===== src/mssd_pkg.sv =====
`default_nettype none
// ----------------------------------------------------------------------------
// mssd_pkg
// Shared types, codes, segment constants and the digit table for the
// multiplexed seven-segment display unit.
// ----------------------------------------------------------------------------
package mssd_pkg;

	// command codes carried in the func field
	typedef enum logic [2:0] {
		FUNC_TICK  = 3'd0,
		FUNC_INT   = 3'd1,
		FUNC_FREQ  = 3'd2,
		FUNC_VOL   = 3'd3,
		FUNC_BLANK = 3'd4
	} func_t;

	// one input item
	typedef struct packed {
		logic [2:0]  func;
		logic [15:0] value;
		logic        asleep;
	} req_item_t;

	// one result item
	typedef struct packed {
		logic [7:0] segments;
		logic [3:0] digit_enable;
	} rsp_item_t;

	// four digit patterns, index 0 units .. 3 thousands
	typedef logic [3:0][7:0] digit_set_t;

	// pattern update from the decoder to the scan logic
	typedef struct packed {
		logic       we;
		digit_set_t pattern;
	} pat_upd_t;

	localparam int unsigned SCAN_PERIOD_DEF = 5;
	localparam logic [7:0]  THRESHOLD_RST   = 8'd1;

	localparam logic [7:0] SEG_BLANK = 8'hFF;
	localparam logic [7:0] SEG_V     = 8'hC1;
	localparam logic [7:0] DP_MASK   = 8'h7F;

	// reciprocals for exact division of a 16-bit value: q = (v * m) >> k
	localparam logic [16:0] RECIP_10    = 17'd104858;
	localparam int unsigned SHIFT_10    = 20;
	localparam logic [16:0] RECIP_100   = 17'd83887;
	localparam int unsigned SHIFT_100   = 23;
	localparam logic [16:0] RECIP_1000  = 17'd67109;
	localparam int unsigned SHIFT_1000  = 26;
	localparam logic [16:0] RECIP_10000 = 17'd107375;
	localparam int unsigned SHIFT_10000 = 30;

	// reciprocals for an 8-bit value
	localparam logic [15:0] RECIP8_10  = 16'd205;
	localparam int unsigned SHIFT8_10  = 11;
	localparam logic [15:0] RECIP8_100 = 16'd41;
	localparam int unsigned SHIFT8_100 = 12;

	// active-low segment pattern of a decimal digit
	function automatic logic [7:0] seg_of(input logic [3:0] digit);
		logic [7:0] seg;
		case (digit)
			4'd0:    seg = 8'hC0;
			4'd1:    seg = 8'hF9;
			4'd2:    seg = 8'hA4;
			4'd3:    seg = 8'hB0;
			4'd4:    seg = 8'h99;
			4'd5:    seg = 8'h92;
			4'd6:    seg = 8'h82;
			4'd7:    seg = 8'hF8;
			4'd8:    seg = 8'h80;
			4'd9:    seg = 8'h90;
			default: seg = SEG_BLANK;
		endcase
		return seg;
	endfunction

endpackage
`default_nettype wire


===== src/mssd_pattern.sv =====
`default_nettype none
// ----------------------------------------------------------------------------
// mssd_pattern
// Decimal split and digit pattern generation for the display commands.
// ----------------------------------------------------------------------------
module mssd_pattern (
	input  mssd_pkg::req_item_t item,
	output mssd_pkg::pat_upd_t  upd
);
	import mssd_pkg::*;

	logic [32:0] prod_10, prod_100, prod_1000, prod_10000;
	logic [15:0] q1, q2, q3, q4;
	logic [3:0]  d0, d1, d2, d3;
	logic [7:0]  vol, v10, v100;
	logic [15:0] vprod_10, vprod_100;

	// low decimal digit of q, given q / 10
	function automatic logic [3:0] low_digit(input logic [15:0] q, input logic [15:0] q_div10);
		logic [15:0] tens;
		tens = 16'(q_div10 << 3) + 16'(q_div10 << 1);
		return 4'(q - tens);
	endfunction

	// parallel quotients by 10, 100, 1000 and 10000
	always_comb begin
		prod_10    = 33'(item.value) * 33'(RECIP_10);
		prod_100   = 33'(item.value) * 33'(RECIP_100);
		prod_1000  = 33'(item.value) * 33'(RECIP_1000);
		prod_10000 = 33'(item.value) * 33'(RECIP_10000);
		q1 = 16'(prod_10 >> SHIFT_10);
		q2 = 16'(prod_100 >> SHIFT_100);
		q3 = 16'(prod_1000 >> SHIFT_1000);
		q4 = 16'(prod_10000 >> SHIFT_10000);
		d0 = low_digit(item.value, q1);
		d1 = low_digit(q1, q2);
		d2 = low_digit(q2, q3);
		d3 = low_digit(q3, q4);
	end

	// volume split on the low byte
	always_comb begin
		vol       = item.value[7:0];
		vprod_10  = 16'(vol) * RECIP8_10;
		vprod_100 = 16'(vol) * RECIP8_100;
		v10       = 8'(vprod_10 >> SHIFT8_10);
		v100      = 8'(vprod_100 >> SHIFT8_100);
	end

	// pattern selection per command
	always_comb begin
		upd.we      = 1'b0;
		upd.pattern = {4{SEG_BLANK}};
		case (item.func)
			FUNC_INT: begin
				upd.we      = 1'b1;
				upd.pattern = {seg_of(d3), seg_of(d2), seg_of(d1), seg_of(d0)};
			end
			FUNC_FREQ: begin
				upd.we         = 1'b1;
				upd.pattern[0] = seg_of(d1);
				upd.pattern[1] = seg_of(d2) & DP_MASK;
				upd.pattern[2] = seg_of(d3);
				upd.pattern[3] = (q4 == 16'd0) ? SEG_BLANK : seg_of(4'(q4));
			end
			FUNC_VOL: begin
				upd.we         = 1'b1;
				upd.pattern[0] = seg_of(4'(vol - (8'({v10, 3'b000}) + 8'({v10, 1'b0}))));
				upd.pattern[1] = seg_of(4'(v10 - (8'({v100, 3'b000}) + 8'({v100, 1'b0}))));
				upd.pattern[2] = (v100 == 8'd0) ? SEG_BLANK : seg_of(4'(v100));
				upd.pattern[3] = SEG_V;
			end
			FUNC_BLANK: begin
				upd.we      = 1'b1;
				upd.pattern = {4{SEG_BLANK}};
			end
			default: begin
				upd.we      = 1'b0;
				upd.pattern = {4{SEG_BLANK}};
			end
		endcase
	end

endmodule
`default_nettype wire


===== src/mssd_scan.sv =====
`default_nettype none
// ----------------------------------------------------------------------------
// mssd_scan
// Digit pattern store, brightness dimmer, round-robin digit scan and the
// result register.
// ----------------------------------------------------------------------------
module mssd_scan #(
	parameter int unsigned SCAN_PERIOD = mssd_pkg::SCAN_PERIOD_DEF
) (
	input  wire                  clk,
	input  wire                  arst_n,
	input  wire                  valid_s1,
	input  mssd_pkg::req_item_t  item_s1,
	input  mssd_pkg::pat_upd_t   upd,
	output logic                 advance,
	input  wire                  cfg_we,
	input  wire [7:0]            cfg_data,
	output logic                 rsp_valid,
	input  wire                  rsp_stall,
	output mssd_pkg::rsp_item_t  rsp_item
);
	import mssd_pkg::*;

	localparam logic [7:0] PERIOD_LIMIT = 8'(SCAN_PERIOD);

	digit_set_t pattern_q;
	logic [1:0] scan_q;
	logic [7:0] period_q;
	logic [7:0] last_q;
	logic [7:0] thr_q;
	logic       rsp_valid_q;
	rsp_item_t  rsp_q;

	logic       is_tick;
	logic       out_free;
	logic       fire;
	logic       drive;
	logic [7:0] period_inc;

	// handshake and tick decision
	always_comb begin
		is_tick    = valid_s1 && (item_s1.func == FUNC_TICK);
		out_free   = !rsp_valid_q || !rsp_stall;
		advance    = !is_tick || out_free;
		fire       = is_tick && out_free;
		period_inc = period_q + 8'd1;
		drive      = !item_s1.asleep && (period_inc >= thr_q);
	end

	// threshold register
	always_ff @(posedge clk or negedge arst_n) begin
		if (!arst_n) begin
			thr_q <= THRESHOLD_RST;
		end else if (cfg_we) begin
			thr_q <= cfg_data;
		end
	end

	// digit pattern store
	always_ff @(posedge clk or negedge arst_n) begin
		if (!arst_n) begin
			pattern_q <= '0;
		end else if (valid_s1 && upd.we) begin
			pattern_q <= upd.pattern;
		end
	end

	// dimmer counter, scan position and last driven byte
	always_ff @(posedge clk or negedge arst_n) begin
		if (!arst_n) begin
			scan_q   <= '0;
			period_q <= '0;
			last_q   <= '0;
		end else if (fire && !item_s1.asleep) begin
			if (drive) begin
				last_q   <= pattern_q[scan_q];
				scan_q   <= scan_q + 2'd1;
				period_q <= (period_inc >= PERIOD_LIMIT) ? 8'd0 : period_inc;
			end else begin
				period_q <= period_inc;
			end
		end
	end

	// result register
	always_ff @(posedge clk or negedge arst_n) begin
		if (!arst_n) begin
			rsp_valid_q <= 1'b0;
		end else begin
			rsp_valid_q <= fire || (rsp_valid_q && rsp_stall);
		end
	end

	always_ff @(posedge clk) begin
		if (fire) begin
			rsp_q.segments     <= drive ? pattern_q[scan_q] : last_q;
			rsp_q.digit_enable <= drive ? 4'(4'b0001 << scan_q) : 4'b0000;
		end
	end

	assign rsp_valid = rsp_valid_q;
	assign rsp_item  = rsp_q;

	// checks
	a_enable_onehot : assert property (@(posedge clk) disable iff (!arst_n)
		rsp_valid_q |-> $onehot0(rsp_q.digit_enable))
		else $error("digit enable not one-hot");

	a_segments_last : assert property (@(posedge clk) disable iff (!arst_n)
		rsp_valid_q |-> (rsp_q.segments == last_q))
		else $error("result segments differ from last driven byte");

	a_scan_step : assert property (@(posedge clk) disable iff (!arst_n)
		(fire && drive) |=> (scan_q == 2'($past(scan_q) + 2'd1)))
		else $error("scan position did not step after a driven tick");

	a_stall_hold : assert property (@(posedge clk) disable iff (!arst_n)
		(is_tick && !out_free) |=> ($stable(period_q) && $stable(scan_q)))
		else $error("dimmer state moved on a stalled tick");

endmodule
`default_nettype wire


===== src/muxed_seven_segment_display_unit.sv =====
`default_nettype none
// ----------------------------------------------------------------------------
// muxed_seven_segment_display_unit
// Four-digit multiplexed common-anode seven-segment driver with dimmer.
// ----------------------------------------------------------------------------
// One item is accepted per clock cycle while input stall is low. Each item
// enters an input register; from there the decimal split (four parallel
// constant-reciprocal multiplies) and the scan logic settle it, and a tick's
// result lands in the output register once that register is free to take it.
// Display commands update the four digit patterns and give no result; ticks
// give exactly one. Input stall rises only when a tick waits in the input
// register while the output register holds an untaken result.
module muxed_seven_segment_display_unit #(
	parameter int unsigned SCAN_PERIOD = mssd_pkg::SCAN_PERIOD_DEF
) (
	input  wire                  clk,
	input  wire                  arst_n,
	input  wire                  req_valid,
	output logic                 req_stall,
	input  mssd_pkg::req_item_t  req_item,
	output logic                 rsp_valid,
	input  wire                  rsp_stall,
	output mssd_pkg::rsp_item_t  rsp_item,
	input  wire                  cfg_we,
	input  wire [7:0]            cfg_data
);
	import mssd_pkg::*;

	logic      valid_s1;
	req_item_t item_s1;
	pat_upd_t  upd;
	logic      advance;

	assign req_stall = valid_s1 && !advance;

	// input register
	always_ff @(posedge clk or negedge arst_n) begin
		if (!arst_n) begin
			valid_s1 <= 1'b0;
		end else if (!req_stall) begin
			valid_s1 <= req_valid;
		end
	end

	always_ff @(posedge clk) begin
		if (req_valid && !req_stall) begin
			item_s1 <= req_item;
		end
	end

	// digit pattern generation
	mssd_pattern u_pattern (
		.item (item_s1),
		.upd  (upd)
	);

	// scan, dimmer and result register
	mssd_scan #(
		.SCAN_PERIOD (SCAN_PERIOD)
	) u_scan (
		.clk       (clk),
		.arst_n    (arst_n),
		.valid_s1  (valid_s1),
		.item_s1   (item_s1),
		.upd       (upd),
		.advance   (advance),
		.cfg_we    (cfg_we),
		.cfg_data  (cfg_data),
		.rsp_valid (rsp_valid),
		.rsp_stall (rsp_stall),
		.rsp_item  (rsp_item)
	);

endmodule
`default_nettype wire

===== config.mk =====
export PLATFORM = sky130hd
export DESIGN_NAME = muxed_seven_segment_display_unit
export DESIGN_NICKNAME = d
export VERILOG_FILES = /design/src/mssd_pkg.sv /design/src/mssd_pattern.sv /design/src/mssd_scan.sv /design/src/muxed_seven_segment_display_unit.sv
export SDC_FILE = /design/constraint.sdc
export NUM_CORES = 1
export LEC_CHECK = 0
export ABC_AREA = 1
export BUFFER_PORTS_ARGS = -buffer_cell sky130_fd_sc_hd__clkbuf_2
export CORE_ASPECT_RATIO = 1.5
export CORE_UTILIZATION = 40
export CTS_BUF_LIST = sky130_fd_sc_hd__clkbuf_16
export CTS_CLUSTER_SIZE = 14
export DETAILED_ROUTE_END_ITERATION = 6
export GPL_ROUTABILITY_DRIVEN = 1
export GPL_TIMING_DRIVEN = 0
export HOLD_SLACK_MARGIN = 0.15
export PLACE_DENSITY_LB_ADDON = 0.12
export SYNTH_ARGS = -nofsm -noshare
export SYNTH_HDL_FRONTEND = slang
export SYNTH_SLANG_ARGS = --single-unit

===== constraint.sdc =====
create_clock -name clk -period 11 [get_ports clk]
set_clock_uncertainty 0.1 [all_clocks]
set_input_delay 0.55 -clock clk [delete_from_list [all_inputs] [get_ports clk]]
set_output_delay 0.55 -clock clk [all_outputs]
set_load 0.02 [all_outputs]

==> key figures, run 1 <==
Critical path
  – Worst Setup End Kind: flop
  – WP data required: 11.16 ns
  – Crit path max fanout: 14
  – CP Launch Type: flop
  – CP Data Arrival Time: 9.63 ns
  – Critical Path Slowest Stage Cell: edfxtp_1
  – Slowest cell delay on critical path: 1.16 ns
  – FF-to-FF Start: item_s1[6]$_DFFE_PP_
  – Cell mode on critical path: inv_1
  – Critical Path Source: item_s1[6]$_DFFE_PP_
  – Critical path class: reg -> reg

Global routing
  – First-pass GRT wire length: 110,000 um
  – Total track usage: 0.252
  – Vias in the first global route: 19,500
  – GRT Residual Overflow: 0
  – Largest net degree at the start of global routing: 59
  – Antenna violations before repair: 1

STA
  – Least-Margin Pin Slew: 1.36 ns
  – Worst relative slew slack: 0.0910
  – Final hold viol count: 0
  – RSZ-0062 raised after global routing: false
  – Final critical-path share of the clock period: 0.861
  – # setup viols final: 0
  – Final critical-path required period: about 9.5 ns
  – Worst hold slack: 0.163 ns
  – F_max: roughly 110 MHz
  – Max-slew violation count: 0
  – Setup TNS: 0 ns

Die
  – Core Area: 57,200 um^2
  – Die outline area: 59,100 um^2
  – Rows: 107
  – Boundary pin count: 47
  – Height of the chip: 297 um
  – Horiz. Die Dim: ~200 um
  – Starting Density: 0.407

Logic synthesis
  – Fraction of synthesized area in multiplexers: 0.000484
  – Largest family of logic cells by synthesized area: adder cells
  – Most frequent cell after synthesis: inv_1
  – Synthesis-stage register bit count: 90
  – Yosys top cell by area: fa_1
  – Post-synthesis xor/xnor area fraction: 0.0132
  – Post-synth EDFFs: 32
  – Syn Std Cell Area: 23,300 um^2
  – Simple-gate share of the synthesized area: 0.181
  – Primary FF master, synth: dfrtp_1
  – Most frequent cells after synthesis: inv_1, nand2_1, ha_1
  – Mapped Cells: 2,870
  – Unique cell type count in the Yosys netlist: 48
  – Register area share after synthesis: 0.104
  – Synth Area in Compound Gates: 0.0591
  – Synth top area share: 0.262
  – Ys Warns: 0
  – Adder-Cell Fraction of Synth Area: 0.520
  – Syn Area/Cell: 8.10 um^2
  – Post-Syn Nets: 3,686
  – Post-synth ARST share: 0.644
  – Ranking of synthesized cells by area: fa_1, ha_1, inv_1, nand2_1, dfrtp_1

Drt
  – Post-Route WL: 71,200 um
  – Initial DRT Pass Iterations: 5
  – Vias per std cell: 4.98
  – Drc violations: 0
  – Vias: between 15,000 and 20,000
  – Iteration-0 DRC Markers: between 600 and 700
  – Drt wl/cell: slightly below 20 um
  – Detail Route Antenna Nets: 0

Placed design
  – # port buffers: 46
  – GPL Wtd Cong: 0.950
  – DP Wirelength: 62,000 um

CTS
  – Clock Latency Late Sink: 0.39 ns
  – CTS tree: built
  – Cts repair resizes: 0
  – CTS root buf: clkbuf_16
  – CTS Sinks: 90
  – Setup bufs post-CTS: 0
  – H-tree lvl count: 3
  – Clock tree buffer depth: 2
  – Reg clk slew, reported paths: roughly 0.090 ns
  – Post-CTS Hold Buffers: 0
  – Num CTS Buffers: 9

Layout
  – Area grow syn2layout: 6.34%
  – # fillers: 5,910
  – Nets: 3,743
  – Layout cell share with drive strength beyond 1: 0.0556

Status
  – Status: completed

Hold path
  – Hold Crit Class: in -> async

Flow run
  – Max Cap Violations: 0
layout by cell type (no fill, tap or decap), types with 15 or more instances in the layout:
cell type	synthesis	routed
nand4_1	25	25
or2_2	23	23
edfxtp_1	32	32
inv_1	725	725
nand3_1	151	151
o21ai_0	73	73
xnor2_1	15	15
clkbuf_2	0	45
fa_1	304	304
nor3_1	18	18
nand2_2	26	26
dfrtp_1	57	57
a21o_1	15	15
xor2_1	20	20
a21oi_1	106	106
ha_1	479	479
nand2_1	557	557
nor2_1	127	127
flip-flops by register name (all words and copies together) (netlist names):
| signal | flops |
|---|---|
| u_scan.scan_q | 2 |
| u_scan.period_q | 8 |
| u_scan.rsp_valid | 1 |
| u_scan.last_q | 8 |
| valid_s1 | 1 |
| u_scan.rsp_item | 12 |
| u_scan.pattern_q | 30 |
| item_s1 | 20 |
| u_scan.thr_q | 8 |
metrics by stage:
stage	instances	util	setup WS, ns	cell area [um^2]
after floorplan	2870	-	4.24	23300
after global placement	3679	0.427	1.40	24400
after CTS	3695	0.432	1.29	24700
after detailed placement	3679	0.427	1.33	24400
final	3696	0.433	1.53	24700
after global routing	3695	0.432	1.01	24700
routing by layer:
layer | GRT usage | vias to the layer above | part of all wire
met5 | 0 | - | 0
met4 | 0.143 | 0 | 0.063
met3 | 0.0200 | 141 | 0.024
met2 | 0.482 | 338 | 0.54
met1 | 0.266 | 8898 | 0.37
li1 | - | 9026 | -
final cells by class:
type,count,area [um^2],area share
multi-input combinational,2024,18000,0.727
inverter,734,2760,0.111
sequential,90,2410,0.0976
tap,763,955,0.0386
timing repair buffer,46,233,0.00941
clock buffer,9,225,0.00911
buffer,22,110,0.00445
clock inverter,7,60.1,0.00243
antenna,1,2.50,0.000101
worst max-delay path, delay by kind of cell (launching register included):
family / cells / cell delay, ns
AOI/OAI and AO/OA: 3 / 0.98
DFF: 1 / 1.16
buffers and inverters: 8 / 1.67
adders and majority gates: 8 / 3.65
and+or+nand+nor: 11 / 1.73
kinds of logic after synthesis:
kind of cell / count (synthesis)
xor+xnor: 35
compound gates: 244
mux: 1
fa+ha+maj: 783
flops: 90
buf+inv: 756
simple gates: 961
path summary, 6_finish.rpt:
path / end / slack, ns / cells past startpoint
max in group asynchronous: u_scan.period_q[4]$_DFFE_PN0P_ / 10.03 / 1
min reg2reg: u_scan.pattern_q[31]$_DFFE_PN0P_ / 0.36 / 2
max reg2reg: u_scan.pattern_q[24]$_DFFE_PN0P_ / 1.53 / 30
min in group clk: item_s1[9]$_DFFE_PP_ / 0.23 / 1
max: u_scan.pattern_q[24]$_DFFE_PN0P_ / 1.53 / 30
min: u_scan.pattern_q[21]$_DFFE_PN0P_ / 0.16 / 1
Power of run 1 is left out: the tool's default activity adds up to more than one toggle a clock period on the data nets, which glitch-free logic cannot reach.
==> inputs of run 2 (changes only) <==
--- a/config.mk
+++ b/config.mk
@@ -18,4 +18,5 @@
 export PLACE_DENSITY_LB_ADDON = 0.12
 export SYNTH_ARGS = -nofsm -noshare
 export SYNTH_HDL_FRONTEND = slang
+export SYNTH_HIERARCHICAL = 1
 export SYNTH_SLANG_ARGS = --single-unit
==> run 2 against run 1 <==
Count of clock-buffer cells in the layout did not move. Register-to-register slack got worse by 0.79 ns. Global-route usage down 0.44 points. Flip-flop and latch count increased by 2. Wire length down 0.38%. Final cell count decreased by 0.38%. Fmax shrank 7.7%. Non-clock buffer count rose by 5. Sequential share of layout area is 0.065 points higher. Critical path depth unchanged. Synthesized area grew 0.99%. Critical endpoint is now u_scan/pattern_q[16]$_DFFE_PN0P_.
==> key figures, run 2 <==
Logic synthesis
  – Unique cell type count in the Yosys netlist: 53
  – Ys Warns: 6
  – Post-synthesis xor/xnor area fraction: 0.0119
  – Post-synth ARST share: 0.652
  – Mapped Cells: between 2,000 and 3,000
  – Synth Area in Compound Gates: 0.0528
  – Ranking of synthesized cells by area: fa_1, ha_1, inv_1, nand2_1, dfrtp_1
  – Largest family of logic cells by synthesized area: adder cells
  – Synthesis-stage register bit count: 92
  – Fraction of synthesized area in multiplexers: 0.0158
  – Register area share after synthesis: 0.105
  – Yosys top cell by area: fa_1
  – Primary FF master, synth: dfrtp_1
  – Syn Std Cell Area: between 20,000 and 25,000 um^2
  – Most frequent cells after synthesis: inv_1, nand2_1, ha_1
  – Syn Area/Cell: 8.26 um^2
  – Synth top area share: 0.259
  – Most frequent cell after synthesis: inv_1
  – Post-synth EDFFs: 32
  – Adder-Cell Fraction of Synth Area: 0.515
  – Simple-gate share of the synthesized area: 0.178

Drt
  – Drc violations: 0
  – Vias per std cell: between 4 and 5
  – Initial DRT Pass Iterations: 5
  – Post-Route WL: 70,900 um
  – Iteration-0 DRC Markers: ~640
  – Detail Route Antenna Nets: 0
  – Vias: 18,300
  – Drt wl/cell: 19.3 um

Die
  – Height of the chip: 299 um
  – Starting Density: 0.405
  – Core Area: 58,000 um^2
  – Boundary pin count: 47
  – Rows: 108
  – Die outline area: a little under 60,000 um^2
  – Horiz. Die Dim: 200 um

STA
  – Worst relative slew slack: 0.133
  – F_max: approximately 100 MHz
  – RSZ-0062 raised after global routing: false
  – Final critical-path required period: 10.25 ns
  – Final critical-path share of the clock period: 0.932
  – # setup viols final: 0
  – Setup TNS: 0 ns
  – Final hold viol count: 0
  – Worst hold slack: 0.238 ns
  – Least-Margin Pin Slew: 1.30 ns
  – Max-slew violation count: 0

Critical path
  – Slowest cell delay on critical path: 1.22 ns
  – Cell mode on critical path: inv_1
  – Worst Setup End Kind: flop
  – CP Data Arrival Time: 10.42 ns
  – WP data required: 11.16 ns
  – Critical path class: reg -> reg
  – Critical Path Slowest Stage Cell: edfxtp_1
  – CP Launch Type: flop
  – Crit path max fanout: 14

Layout
  – Layout cell share with drive strength beyond 1: 0.0694
  – Multi-input logic area: 18,200 um^2
  – Commonest non-fill, non-tap cells in the layout: inv_1, nand2_1, ha_1
  – Commonest non-fill, non-tap cell in the layout: inv_1
  – Max reg flops: 32
  – Area grow syn2layout: 6.78%
  – Final core utilization: 0.433
  – # fillers: 5,906
  – Nets: 3,724
  – Final std cells w/o fill: 3,682
  – Top reg by flops: u_scan/pattern_q
  – Register Area: 2460 um^2
  – N_diodes: 0

Global routing
  – Largest net degree at the start of global routing: around 60
  – First-pass GRT wire length: 109,000 um
  – Total track usage: 0.248
  – GRT busiest layer: met2
  – GRT Residual Overflow: 0
  – GRT met1 Usage: 0.259
  – Antenna violations before repair: 0
  – Vias in the first global route: 19,500
  – Met3 Resource Use GR: 0.0123
  – Met2 global-route usage: 0.487

Placed design
  – # port buffers: 46
  – DP Wirelength: 61,500 um
  – GPL Wtd Cong: around 0.95
  – DP Cell Count: 3,665

CTS
  – CTS Sinks: 92
  – Reg clk slew, reported paths: 0.08 ns
  – CTS tree: built
  – Clock Latency Late Sink: 0.38 ns
  – Setup bufs post-CTS: 0
  – H-tree lvl count: 3
  – Clock tree buffer depth: 2
  – Num CTS Buffers: 9
  – CTS root buf: clkbuf_16

Hold path
  – Hold Crit Class: in -> reg

Flow run
  – Max Cap Violations: 0

Status
  – Status: completed
==> run 2: metrics by stage <==
stage | instance area [um^2] | setup WS, ns
floorplan | 23500 | 3.85
global placement | 24700 | 0.873
detailed placement | 24800 | 0.839
CTS | 25100 | 0.811
global route | 25100 | 0.419
finish | 25100 | 0.747
==> run 2: layout make-up <==
class,count,share of cell area
plain buffers,23,0.00564
clock buffers,9,0.00898
clock inverters,7,0.00250
inverters,719,0.108
multi-input cells,2012,0.726
flip-flops and latches,92,0.0983
well taps,770,0.0384
repair buffers,50,0.0130
==> run 2: metal layers <==
layer / vias to the layer above / part of all wire
li1: 9002 / -
met3: 114 / 0.015
met4: 0 / 0.055
met1: 8937 / 0.37
met2: 286 / 0.56
met5: - / 0
==> run 2: what timing repair did <==
| item | CTS | global route |
|---|---|---|
| hold endpoints to repair | 59 | 0 |
| gates resized for setup | 0 | 0 |
| endpoints found under the setup margin | 0 | 0 |
| hold buffers | 1 | 0 |
==> run 2: final timing paths <==
kind / end / depth (start not counted) / slack, ns / start
worst min-delay path: item_s1[13]$_DFFE_PP_ / 1 / 0.24 / req_item[13]
min in group asynchronous: u_scan/rsp_valid$_DFF_PN0_ / 2 / 0.43 / arst_n
worst min register to register: u_scan/last_q[7]$_DFFE_PN0P_ / 2 / 0.39 / u_scan/last_q[7]$_DFFE_PN0P_
worst max-delay path: u_scan/pattern_q[16]$_DFFE_PN0P_ / 30 / 0.75 / item_s1[7]$_DFFE_PP_
max in group asynchronous: u_scan/thr_q[0]$_DFFE_PN1P_ / 3 / 9.81 / arst_n
worst max register to register: u_scan/pattern_q[16]$_DFFE_PN0P_ / 30 / 0.75 / item_s1[7]$_DFFE_PP_
==> run 2: worst max-delay path: cells and delay by family (launching register included) <==
kind / cells / cell delay (ns)
xor+xnor: 1 / 0.68
flops: 1 / 1.22
mux: 1 / 0.26
simple gates: 10 / 1.51
fa+ha+maj: 8 / 4.28
compound gates: 2 / 1.00
buf+inv: 8 / 1.02
==> run 2: kinds of logic (layout without fill, tap and decap cells) <==
family                     count (synthesis)  count (layout)
xor gates and xnor gates                  32              32
muxes                                     33              33
adders and majority gates                784             784
DFF                                       92              92
AOI/OAI and AO/OA                        222             222
other                                      1               3
buffers and inverters                    742             808
and+or+nand+nor                          938             938
Power of run 2 is left out for the same reason.
